<file path="config.mk">
export PLATFORM = sky130hd
export DESIGN_NAME = cdll_ram
export DESIGN_NICKNAME = d
export VERILOG_FILES = /design/src/design/circular_doubly_linked_list_engine_defines.svh /design/src/design/cdll_ram.sv
export SDC_FILE = /design/constraint.sdc
export NUM_CORES = 2
export LEC_CHECK = 0
export BUFFER_PORTS_ARGS = -buffer_cell sky130_fd_sc_hd__buf_2
export CAP_MARGIN = 0
export CORE_UTILIZATION = 50
export DETAILED_ROUTE_END_ITERATION = 8
export PLACE_DENSITY = 0.74
export RECOVER_POWER = 100
export SLEW_MARGIN = 20
export SYNTH_ARGS = -nofsm -noshare
export SYNTH_HDL_FRONTEND = slang
export SYNTH_SLANG_ARGS = --single-unit
</file>
<file path="constraint.sdc">
create_clock -name i_clk -period 3 [get_ports i_clk]
set_clock_uncertainty 0.05 [all_clocks]
set_input_delay 0.15 -clock i_clk [delete_from_list [all_inputs] [get_ports i_clk]]
set_output_delay 0.15 -clock i_clk [all_outputs]
set_load 0.05 [all_outputs]
</file>
<file path="src/design/circular_doubly_linked_list_engine_defines.svh">
// Assertion macros used by the list engine RTL.
`ifndef CIRCULAR_DOUBLY_LINKED_LIST_ENGINE_DEFINES_SVH
`define CIRCULAR_DOUBLY_LINKED_LIST_ENGINE_DEFINES_SVH

`ifndef SYNTHESIS
`define CDLL_ASSERT_IMP(lbl, clk, rst_n, ante, cons) \
    lbl: assert property (@(posedge clk) disable iff (!rst_n) (ante) |-> (cons)) \
        else $error("%m: assertion failed");
`define CDLL_ASSERT_NXT(lbl, clk, rst_n, ante, cons) \
    lbl: assert property (@(posedge clk) disable iff (!rst_n) (ante) |=> (cons)) \
        else $error("%m: assertion failed");
`else
`define CDLL_ASSERT_IMP(lbl, clk, rst_n, ante, cons)
`define CDLL_ASSERT_NXT(lbl, clk, rst_n, ante, cons)
`endif

`endif

</file>
<file path="src/design/cdll_ram.sv">
module cdll_ram #(
    parameter int WIDTH = 8,
    parameter int DEPTH = 256
) (
    input  logic                     i_clk,
    input  logic                     i_we,
    input  logic [$clog2(DEPTH)-1:0] i_waddr,
    input  logic [WIDTH-1:0]         i_wdata,
    input  logic [$clog2(DEPTH)-1:0] i_raddr,
    output logic [WIDTH-1:0]         o_rdata
);

    logic [WIDTH-1:0] r_mem [DEPTH];
    logic [WIDTH-1:0] r_rdata;

    always_ff @(posedge i_clk) begin
        if (i_we) begin
            r_mem[i_waddr] <= i_wdata;
        end
        r_rdata <= r_mem[i_raddr];
    end

    assign o_rdata = r_rdata;

endmodule

</file>
**Word-level counts from Yosys, hierarchy flattened**

Memory sizes are Yosys's and may differ from the RTL's. A register that Yosys moved wholly into a read port is not among the register bits.
Index checks and enable logic that the tools add are counted.

- Register bits: 0
- Bits in writable memories: 2048
- Input bits: 26
- Output and inout port bits: 8
- Logic and storage cells: 3
- Memories: 1

Memories:

| memory | depth | bits a word | read ports | clocked after Yosys merged registers in | write ports | line | source |
|---|---|---|---|---|---|---|---|
| r_mem | 256 | 8 | 1 | 1 | 1 | cdll_ram.sv:13 | `logic [WIDTH-1:0] r_mem [DEPTH];` |

- Muxes and demuxes: 2

Operators with widths:

| kind | count |
|---|---|
| 2-to-1 mux 1 bit | 2 |

**Longest topological paths before layout**

- Word-level depth: 2
- Mapped depth: 11
- Depth with buffers taken out: 6

**Worst setup path after synthesis**

No wires, ideal clock.

- Path type: input port to flip-flop
- Start: input i_raddr[0]
- End: register r_rdata[2] (netlist: o_rdata[2]) (read register of r_mem)
- Library setup time: 0.131 ns
- Arrival time: 1.957 ns
- Required time: 2.819 ns
- Slack: 0.862 ns
- Stages: 9
- Path buffers: 4
- Cells stage by stage: buf_6 > buf_12 > buf_8 > buf_2 > mux4_2 > a22oi_1 > a21oi_1 > nor4_1 > nor4_2

RTL lines:

| item | line | source |
|---|---|---|
| start: declaration | cdll_ram.sv:9 | `input logic [$clog2(DEPTH)-1:0] i_raddr,` |
| end: declaration | cdll_ram.sv:14 | `logic [WIDTH-1:0] r_rdata;` |

**Final worst setup path**

- Start: input i_waddr[2]
- End: memory r_mem[139][1] (enable)

RTL lines:

| item | line | source |
|---|---|---|
| start: declaration | cdll_ram.sv:7 | `input logic [$clog2(DEPTH)-1:0] i_waddr,` |
| end: declaration | cdll_ram.sv:13 |  |

Straight into the memory's write port.

==> insert_results.sql <==
INSERT INTO impl_metrics (metric_group, metric, value, unit) VALUES
('global_route', 'met2_usage', '0.376', ''),
('timing', 'finalSetupViolCount', '0', ''),
('logic_synthesis', 'synth_top_area_cell', 'edfxtp_1', ''),
('logic_synthesis', 'yosys.cell_count.top_type', 'edfxtp_1', ''),
('placed_design', 'port_buffers', '33', ''),
('layout', 'antenna_cells_inserted', '0', ''),
('timing', 'timing.final.crit_share', '0.969', ''),
('floorplan', 'core_area', '158000', 'um2'),
('global_route', 'first_global_vias', '40476', ''),
('logic_synthesis', 'synth-main-ff-cell', 'edfxtp_1', ''),
('floorplan', 'num_io_pins', '34', ''),
('timing', 'setup_slack', '0.0919', 'ns'),
('floorplan', 'vertical_die_dimension', '401', 'um'),
('pwr', 'total_power', '0.0579', 'W'),
('timing', 'clock.fmax', '344', 'MHz'),
('job', 'maxCapViolations', '10', ''),
('clock_tree', 'numCtsBuffers', '191', ''),
('global_route', 'grt_first_pass_wirelength', '281', 'mm'),
('timing', 'tightest_slew', '2.79', 'ns'),
('worst_setup_path', 'regToRegEndpoint', 'o_rdata[0]', ''),
('drt', 'drtAntennaViolNets', '0', ''),
('global_route', 'grt_antenna_before_repair', '12', ''),
('timing', 'fin_crit', '2.91', 'ns'),
('logic_synthesis', 'post-synth-top-area-fraction', '0.773', ''),
('clock_tree', 'cts_setup_buffers', '0', ''),
('worst_setup_path', 'end_kind', 'flip-flop', ''),
('layout', 'fillCellCount', '11455', ''),
('logic_synthesis', 'synth.yosys.warnings', '0', ''),
('worst_setup_path', 'worstSetupPathType', 'in2reg', ''),
('drt', 'finalWirelength', '194', 'mm'),
('worst_setup_path', 'critPathArrivalTime', '3.38', 'ns'),
('worst_setup_path', 'critPathMaxFanout', '10', ''),
('pwr', 'worst_case_vdd_ir_drop', '0.771', 'mV'),
('run_status', 'violations', 'capacitance limit, slew limit', ''),
('worst_setup_path', 'rr_startpoint', 'r_mem[67][0]', ''),
('pwr', 'power_density', '644', 'nW/um2'),
('logic_synthesis', 'yosysUniqueCellTypes', '55', ''),
('drt', 'drt-wirelength-per-cell', '30.2', 'um'),
('placed_design', 'place_congestion', '0.896', ''),
('clock_tree', 'clock_tree_from_tritoncts', 'built', ''),
('timing', 'hold_viol_final', '0', ''),
('run_status', 'outcome', 'complete, but fails checks', ''),
('clock_tree', 'worst_skew_pair.late_latency', '0.84', 'ns'),
('clock_tree', 'post_cts_resize_count', '0', ''),
('logic_synthesis', 'synth.cells.most_frequent', 'edfxtp_1, mux4_2, nor2_1', ''),
('floorplan', 'die-width', '401', 'um'),
('logic_synthesis', 'syn-cell-area', '79600', 'um2'),
('clock_tree', 'numClockSinks', '2056', ''),
('global_route', 'total_routing_usage_gr', '0.241', ''),
('worst_setup_path', 'start_kind', 'primary input', ''),
('drt', 'post_drt_via_cell_ratio', '6.35', ''),
('logic_synthesis', 'postSynthNetCount', '3759', ''),
('hold_path', 'timing.hold.worst_endpoint', 'r_mem[226][7]', ''),
('floorplan', 'initial_core_util', '0.503', ''),
('pwr', 'p_leak', '27.7', 'nW'),
('layout', 'design.final.nets', '4218', ''),
('logic_synthesis', 'avgSynthCellArea', '21.3', 'um2'),
('drt', 'detail_route.iter0.violations', '5859', ''),
('clock_tree', 'cts-htree-levels', '4', ''),
('worst_setup_path', 'reg2reg_slack', '0.20', 'ns'),
('layout', 'drive_above_1_share', '0.215', ''),
('logic_synthesis', 'synth.area.top_cells', 'edfxtp_1, mux4_2, mux2i_1', ''),
('layout', 'footprint_of_the_multi_input_gates', '16500', 'um2'),
('timing', 'grt_setup_unrepaired', 'no', ''),
('timing', 'drv_slew', '845', ''),
('timing', 'relSlewSlack', '-0.857', ''),
('placed_design', 'detailedPlace.worstSlack', '-0.260', 'ns'),
('floorplan', 'die-area', '161000', 'um2'),
('clock_tree', 'cts.path.max_buffers', '3', ''),
('hold_path', 'hp-start', 'i_waddr[7]', ''),
('worst_setup_path', 'critPathRequiredTime', '3.47', 'ns');
-- worst max-delay path: stages --
cell and delay, ns:
dlygate4sd3_1 0.54, clkbuf_1 0.26, nor2b_1 0.64, nand4_1 0.25
clkbuf_1 0.65, nor2_1 0.63, buf_4 0.24
-- through the flow --
stage               hold WS [ns]  setup TNS, ns  cells  cell area, um2   util
global route              0.0843              0   6426           89900  0.568
CTS                       0.0132              0   6426           91100  0.576
detailed placement         0.578         -0.783   6057           85000  0.537
finish                    0.0763              0   6426           89900  0.568
floorplan                  0.199              0   3733           79600      -
global placement           0.568         -0.608   6057           85000  0.537
-- cells by family (layout without fill, tap and decap cells) --
group | after synthesis | after routing | synth area share
DFF | 2056 | 2056 | 0.775
buffers and inverters | 235 | 856 | 0.0183
AOI/OAI and AO/OA | 385 | 385 | 0.0342
muxes | 591 | 591 | 0.146
and+or+nand+nor | 466 | 466 | 0.0263
-- layout by cell type (no fill, tap or decap), types with 40 or more instances in the layout --
cell | netlist | routed
edfxtp_1 | 2048 | 2048
mux4_2 | 454 | 454
clkbuf_1 | 111 | 325
nor2_1 | 282 | 279
clkbuf_16 | 0 | 191
mux2i_1 | 134 | 134
a22oi_1 | 133 | 133
buf_4 | 27 | 124
a21oi_1 | 96 | 96
clkinv_1 | 1 | 54
o221ai_1 | 46 | 46
buf_12 | 8 | 40
-- layer usage --
layer / part of all wire / vias to the layer above / wire length [um]
li1: - / 16588 / -
met1: 0.38 / 21281 / 74200
met2: 0.48 / 2557 / 92400
met3: 0.11 / 383 / 20800
met4: 0.033 / 12 / 6430
met5: 0.00035 / - / 67
-- power breakdown --
group	leakage [nW]	internal, W	switching [W]
clock network	2.90	0.0127	0.0104
registers	18.5	0.0317	0.0000725
logic	6.33	0.00106	0.00194
total	27.7	0.0455	0.0124
-- flip-flops by register name (all words and copies together), names as in the netlist --
name	cells
r_mem	2048
o_rdata	8
-- how the worst max path moves through the flow --
stage	from	end	slack, ns	depth (start not counted)
2_1_floorplan	i_raddr[0]	o_rdata[2]	0.86	9
3_3_place_gp	i_raddr[0]	o_rdata[1]	-0.17	8
3_5_place_dp	i_raddr[0]	o_rdata[4]	-0.26	8
4_1_cts	r_mem[67][0]	o_rdata[0]	0.14	6
5_1_grt	i_wdata[7]	r_mem[175][7]	0.08	3
6_report	i_waddr[2]	r_mem[139][1]	0.09	7
-- layout make-up --
class / instances / area share
multi-input cells: 1442 / 0.184
flip-flops and latches: 2056 / 0.686
inverters: 2 / 0.0000835
clock inverters: 115 / 0.0107
well taps: 2072 / 0.0288
repair buffers: 499 / 0.0352
clock buffers: 240 / 0.0557
(Power assumes the default switching activity.)
