**config.mk**
```make
export PLATFORM = sky130hd
export DESIGN_NAME = cdll_free
export DESIGN_NICKNAME = d
export VERILOG_FILES = /design/src/design/circular_doubly_linked_list_engine_defines.svh /design/src/design/cdll_pkg.sv /design/src/design/cdll_ram.sv /design/src/design/cdll_free.sv
export SDC_FILE = /design/constraint.sdc
export NUM_CORES = 2
export LEC_CHECK = 0
export BUFFER_PORTS_ARGS = -buffer_cell sky130_fd_sc_hd__buf_2
export CORE_ASPECT_RATIO = 1.1
export CORE_MARGIN = 2
export CORE_UTILIZATION = 25
export DETAILED_ROUTE_END_ITERATION = 8
export PLACE_DENSITY = 0.36
export SLEW_MARGIN = 30
export SYNTH_ARGS = -nofsm -noshare
export SYNTH_HDL_FRONTEND = slang
export SYNTH_SLANG_ARGS = --single-unit
export TNS_END_PERCENT = 30
```
**constraint.sdc**
```tcl
create_clock -name i_clk -period 7.1 [get_ports i_clk]
set_input_delay 0.71 -clock i_clk [delete_from_list [all_inputs] [get_ports i_clk]]
set_output_delay 0.71 -clock i_clk [all_outputs]
set_load 0.01 [all_outputs]
```
**src/design/circular_doubly_linked_list_engine_defines.svh**
```systemverilog
// Assertion macros used by the list engine RTL.
`ifndef CIRCULAR_DOUBLY_LINKED_LIST_ENGINE_DEFINES_SVH
`define CIRCULAR_DOUBLY_LINKED_LIST_ENGINE_DEFINES_SVH

`ifndef SYNTHESIS
`define CDLL_ASSERT_IMP(lbl, clk, rst_n, ante, cons) \
    lbl: assert property (@(posedge clk) disable iff (!rst_n) (ante) |-> (cons)) \
        else $error("%m: assertion failed");
`define CDLL_ASSERT_NXT(lbl, clk, rst_n, ante, cons) \
    lbl: assert property (@(posedge clk) disable iff (!rst_n) (ante) |=> (cons)) \
        else $error("%m: assertion failed");
`else
`define CDLL_ASSERT_IMP(lbl, clk, rst_n, ante, cons)
`define CDLL_ASSERT_NXT(lbl, clk, rst_n, ante, cons)
`endif

`endif

```
**src/design/cdll_pkg.sv**
```systemverilog
package cdll_pkg;

    localparam int CAPACITY_DEF = 256;

    localparam int MODE_W   = 3;
    localparam int VALUE_W  = 32;
    localparam int POS_W    = 16;
    localparam int STATUS_W = 3;
    localparam int CNT_O_W  = 9;

    localparam logic [MODE_W-1:0] MODE_INS_FRONT = 3'd0;
    localparam logic [MODE_W-1:0] MODE_INS_BACK  = 3'd1;
    localparam logic [MODE_W-1:0] MODE_INS_POS   = 3'd2;
    localparam logic [MODE_W-1:0] MODE_SEARCH    = 3'd3;
    localparam logic [MODE_W-1:0] MODE_DEL_FRONT = 3'd4;
    localparam logic [MODE_W-1:0] MODE_DEL_BACK  = 3'd5;
    localparam logic [MODE_W-1:0] MODE_DEL_POS   = 3'd6;

    localparam logic [STATUS_W-1:0] ST_OK       = 3'd0;
    localparam logic [STATUS_W-1:0] ST_EMPTY    = 3'd1;
    localparam logic [STATUS_W-1:0] ST_INVALID  = 3'd2;
    localparam logic [STATUS_W-1:0] ST_OOB      = 3'd3;
    localparam logic [STATUS_W-1:0] ST_NOTFOUND = 3'd4;
    localparam logic [STATUS_W-1:0] ST_FULL     = 3'd5;

    typedef enum logic [3:0] {
        S_IDLE,
        S_ALLOC,
        S_GETN,
        S_WISSUE,
        S_WALK,
        S_SRCH,
        S_LINK1,
        S_LINK2,
        S_DTAIL,
        S_DTAILC,
        S_DISSUE,
        S_DUNLINK,
        S_DONE
    } t_state;

    // free-node allocator controls
    typedef struct packed {
        logic rd_req;   // start a pop: read top of stack
        logic pop;      // take the node, cycle after rd_req
        logic push;     // return a node
    } t_free_ctl;

endpackage

```
**src/design/cdll_ram.sv**
```systemverilog
module cdll_ram #(
    parameter int WIDTH = 8,
    parameter int DEPTH = 256
) (
    input  logic                     i_clk,
    input  logic                     i_we,
    input  logic [$clog2(DEPTH)-1:0] i_waddr,
    input  logic [WIDTH-1:0]         i_wdata,
    input  logic [$clog2(DEPTH)-1:0] i_raddr,
    output logic [WIDTH-1:0]         o_rdata
);

    logic [WIDTH-1:0] r_mem [DEPTH];
    logic [WIDTH-1:0] r_rdata;

    always_ff @(posedge i_clk) begin
        if (i_we) begin
            r_mem[i_waddr] <= i_wdata;
        end
        r_rdata <= r_mem[i_raddr];
    end

    assign o_rdata = r_rdata;

endmodule

```
**src/design/cdll_free.sv**
```systemverilog
module cdll_free import cdll_pkg::*; #(
    parameter int CAPACITY = CAPACITY_DEF
) (
    input  logic                        i_clk,
    input  logic                        i_rst_n,
    input  t_free_ctl                   i_ctl,
    input  logic [$clog2(CAPACITY)-1:0] i_push_idx,
    output logic [$clog2(CAPACITY)-1:0] o_node
);

    localparam int IW = $clog2(CAPACITY);
    localparam int CW = $clog2(CAPACITY + 1);

    // r_used: nodes never handed out sit above this mark; stack holds returned ones
    logic [CW-1:0] r_sp, n_sp;
    logic [CW-1:0] r_used, n_used;
    logic          r_from_stk;
    logic [IW-1:0] stk_rdata;
    logic [CW-1:0] sp_dec;

    assign sp_dec = r_sp - 1'b1;

    cdll_ram #(.WIDTH(IW), .DEPTH(CAPACITY)) u_stack (
        .i_clk   (i_clk),
        .i_we    (i_ctl.push),
        .i_waddr (r_sp[IW-1:0]),
        .i_wdata (i_push_idx),
        .i_raddr (sp_dec[IW-1:0]),
        .o_rdata (stk_rdata)
    );

    assign o_node = r_from_stk ? stk_rdata : r_used[IW-1:0];

    always_comb begin
        n_sp   = r_sp;
        n_used = r_used;
        if (i_ctl.push) begin
            n_sp = r_sp + 1'b1;
        end else if (i_ctl.pop) begin
            if (r_from_stk) begin
                n_sp = sp_dec;
            end else begin
                n_used = r_used + 1'b1;
            end
        end
    end

    always_ff @(posedge i_clk) begin
        if (!i_rst_n) begin
            r_sp       <= '0;
            r_used     <= '0;
            r_from_stk <= 1'b0;
        end else begin
            r_sp   <= n_sp;
            r_used <= n_used;
            if (i_ctl.rd_req) begin
                r_from_stk <= (r_sp != '0);
            end
        end
    end

endmodule

```
After elaboration in Yosys (flattened, before gate mapping) --
Memories as Yosys holds them, arrays and structs flattened. A register that Yosys moved wholly into a read port is not among the register bits. Index checks and enable logic that the tools add are counted.
Word-level totals: ROM bits 0, latch bits 0, output and inout port bits 8, memories kept 1, bits in writable memories 2048, bits in registers 19
Cells by class: $mul 0, divide/modulo/power cells 0, $lt $le $gt $ge 0, shift operators 0, reductions and logical operators 5, mux-type cells 6, add/sub/neg operators 3, bitwise logic cells 2, equality and inequality tests 0
Memory list:
- u_stack.r_mem | words 256, bits a word 8, rd ports 1, clocked after memory_dff 1, wr ports 1, line cdll_ram.sv:13 | logic [WIDTH-1:0] r_mem [DEPTH];
Operators with widths (number):
- two-way mux 9 bit | 3
- adder 9 x 1 -> 9 bit, second input constant | 2
- nonzero test 9 bit | 1
- subtractor 9 x 1 -> 9 bit, second input constant | 1
- two-way mux 8 bit | 1
- nonzero test 2 bit | 2
- AND reduction 3 bit | 1
- two-way mux 1 bit | 2
- NOT 1 bit | 2
- AND reduction 2 bit | 1

Depth between registers and ports, before layout --
depth in word-level cells 4, mapped depth 16, gate-level depth less buffers 9

Hierarchy --
Synthesis repeated with hierarchy kept, for this count alone.
Unflattened totals: cell total of the unflattened synthesis 3870, area total of the unflattened synthesis 80742.4 um2
By module, submodules not included:
- cdll_ram | area an instance 79556.3 um2, instances 1, cells an instance 3733
- cdll_free | area an instance 1186.1 um2, instances 1, cells an instance 137

Least setup slack after synthesis --
OpenSTA, ideal clock, no wires.
path type reg-to-reg, from register r_sp[0], to register u_stack.r_rdata[4] (netlist: u_stack.o_rdata[4]), read port of u_stack.r_mem, path slack 3.278 ns, stages on the path, launching flop included 16, arrival 3.688 ns, setup time 0.135 ns, data required time 6.965 ns, clock period less this slack 3.822 ns, cells stage by stage dfxtp_1 > buf_2 > clkbuf_1 > buf_2 > buf_2 > inv_1 > ha_1 > buf_2 > clkbuf_1 > clkbuf_1 > clkbuf_1 > mux4_2 > a22oi_1 > a21oi_1 > nor3_1 > o221ai_1
On the way: word-level cells in the longest chain between the ends 1
Ends and longest elaborated chain:
- from (decl) | line cdll_free.sv:15 | logic [CW-1:0] r_sp, n_sp;
- from (signal assigned) | line cdll_free.sv:54 | r_sp <= n_sp;
- subtractor 9 x 1 -> 9 bit | line cdll_free.sv:21 | assign sp_dec = r_sp - 1'b1;
- to (decl) | line cdll_ram.sv:14 | logic [WIDTH-1:0] r_rdata;
No other way between the ends. A chain may end at the register's enable or synchronous reset.

Final worst setup path --
Ends and elaborated chain as after synthesis.

==> impl_metrics.csv <==
group,metric,value,unit
status,status,"completed",
power,powerDensity,320,nW/um^2
worst_setup_path,worstSetupPathType,"reg -> reg",
synth,synth_top_area_share,77.0,%
worst_setup_path,slowest_delay,0.76,ns
worst_setup_path,cp_max_fo,39,
global_route,grt_overflow_total,0,
floorplan,die_x,543,um
synth,synth_largest_area_cell,"edfxtp_1",
synth,synth-warning-count,0,
worst_setup_path,cp_slowest_cell,"dfxtp_4",
timing,min_period,5.36,ns
route,first_pass_iters,5,
clocking,cts_tree,"yes",
synth,seq_area_frac_synth,77.7,%
synth,synth_area,79900,sq um
floorplan,dieHeight,597,um
route,vias_per_cell,4.58,
clocking,cts_buffers,228,
layout,utilization,29.2,%
worst_setup_path,required,7.83,ns
placed_design,gp_congestion,0.731,
placed_design,io_buffer_count,20,
clocking,cts_sinks,2074,
placed_design,place_hpwl,137000,um
min_path,hold_path.class,"in -> reg",
layout,final_nets,3862,
synth,synthFlopType,"edfxtp_1",
clocking,clockBufferDepth,4,
synth,postSynth.asyncResetShare,0,%
route,totalWireLength,235000,um
worst_setup_path,startpoint_type,"flip-flop",
timing,skew,0.0660,ns
clocking,h-tree-depth,4,
clocking,cts-root-buf,"clkbuf_16",
clocking,postCtsSetupRepairBufs,0,
timing,min_period_over_period,75.5,%
synth,synth_nets,3747,
timing,timing.hold.ws,0.139,ns
power,peakVddDrop,0.000182,V
timing,rsz0062_at_grt,"no",
global_route,grt_pass1_vias,40000,
route,ant_nets,0,
power,power_switching,7.96,mW
power,p_int,21.7,mW
timing,slew_viol_final,0,
power,power_frac_seq,45.7,%
route,vias,37400,
placed_design,pre_cts_ws,1.49,ns
worst_setup_path,path_buf_inv,3,
synth,synth.distinct_cells,47,
floorplan,rows,217,
synth,synth_cells,3729,
global_route,groute.usage.overall,14.4,%
synth,synth-edff-count,2048,
worst_setup_path,crit_path_end_kind,"flip-flop",
timing,max_freq,187,MHz
global_route,antenna_found_initial,9,
synth,ys_ff_latch,2074,
layout,area_growth,16.1,%
route,drc,0,
clocking,clkTransAtPathRegs,0.07,ns
power,p_total,29.7,mW
worst_setup_path,arrival,6.09,ns
floorplan,core,318000,sq um
clocking,clock_latency,0.89,ns
power,p_leak,27.6,nW
power,pwr-share-clk,38.8,%
floorplan,io_pins,21,
timing,hold_violations,0,
global_route,grt_max_degree,169,
timing,setup_tns,0,ns
floorplan,dieArea,324000,sq um
synth,syn_area_per_cell,21.4,sq um
floorplan,initial_utilization,25.1,%
clocking,cts-resized-gates,0,
power,swShare,26.8,%
worst_setup_path,cp_cell_sequence,"inv_1 -> ha_4 -> buf_12 -> buf_4 -> mux4_2 -> mux2i_1 -> mux2i_1 -> a32oi_1 -> o221ai_1 -> a32oi_1 -> o221ai_1",
route,drt_iter0_markers,3108,
synth,synthTopCellsByArea,"edfxtp_1 (77%), mux4_2 (14%), a22oi_1 (1.8%)",
timing,setup_viol,0,
timing,slew_headroom,27.9,%
global_route,grt_pass1_wl,329000,um
job,maxCapViolCount,0,
power,combPwrFrac,15.6,%
clocking,hold_buffers,0,
route,wl_per_cell,28.8,um
timing,tightest_slew,1.08,ns
worst_setup_path,cp_top_family,"compound AO/OA/AOI/OAI gates",
timing,setup_slack,1.74,ns
layout,drive_gt1_share,26.2,%
sequential cells by signal, summed over array words and instances, names as in the netlist:
signal	count
r_from_stk	1
r_sp	9
r_used	8
u_stack.o_rdata	8
u_stack.r_mem	2048
cells in the mapped netlist, drive strengths merged (17+ instances only):
cell type  instances
mux4             512
buf               93
nand2            108
nor3              20
a21oi             54
a22o              48
edfxtp          2048
clkbuf           139
a22oi            193
and3              17
dfxtp             26
nand3             44
nor2             267
mux2i             25
through the flow:
stage / area [sq um] / instances
after floorplan: 79900 / 3729
after global placement: 85400 / 7772
after detailed placement: 85500 / 7774
after CTS: 92600 / 8171
after global routing: 92700 / 8173
final: 92700 / 8175
final timing paths:
path | start | to | slack (ns) | cells after the start
setup / recovery | r_sp[0]$_SDFFE_PN0P_ | u_stack.o_rdata[4]$_DFF_P_ | 1.74 | 11
hold / removal | i_ctl[2] | r_from_stk$_SDFFE_PN0P_ | 0.14 | 3
hold reg to reg | r_sp[8]$_SDFFE_PN0P_ | r_from_stk$_SDFFE_PN0P_ | 0.56 | 2
setup reg to reg | r_sp[0]$_SDFFE_PN0P_ | u_stack.o_rdata[4]$_DFF_P_ | 1.74 | 11
routing by layer:
layer | GRT usage (%) | wire (um) | up-vias
met5 | 0 | 0 | -
met4 | 3.40 | 5020 | 0
met3 | 1.99 | 8920 | 297
met2 | 24.1 | 116000 | 781
met1 | 19.6 | 105000 | 20500
li1 | - | - | 15900
worst min-delay path, stage by stage:
cell     delay [ns]
buf_2          0.10
o21ai_0        0.07
nor2_1         0.08
cells by family after synthesis:
kind of cell    share of synthesized area, %
compound gates                          3.29
xor+xnor                               0.240
fa+ha+maj                             0.0783
buf+inv                                 1.23
flops                                   77.7
mux                                     14.9
simple gates                            2.64
area by class of cell:
type,count,area (sq um)
fillers,31000,225000
flip-flops and latches,2074,62000
multi-input cells,1421,17200
clock buffers,271,5960
well taps,4161,5210
repair buffers,117,1200
clock inverters,126,1100
inverters,2,7.51
diodes,3,7.51
cells in the final DEF, fill, tap and decap left out, drive strengths merged, types with 17 or more instances in the layout:
cell	count
and3	17
buf	117
nor2	267
clkbuf	271
dfxtp	26
bufinv	18
edfxtp	2048
nor3	20
mux2i	25
a22o	48
nand2	108
clkinv	93
mux4	512
a22oi	193
a21oi	54
nand3	44
power by group through the flow:
stage                     Clock, mW  Sequential (mW)  Combinational, mW
after floorplan                   0             13.8               2.52
after global routing           12.3             13.6               4.92
after detailed placement          0             13.8               4.79
final                          11.5             13.6               4.61
after CTS                      11.9             13.6               4.79
after global placement            0             13.8               4.79
(Power assumes the default switching activity.)
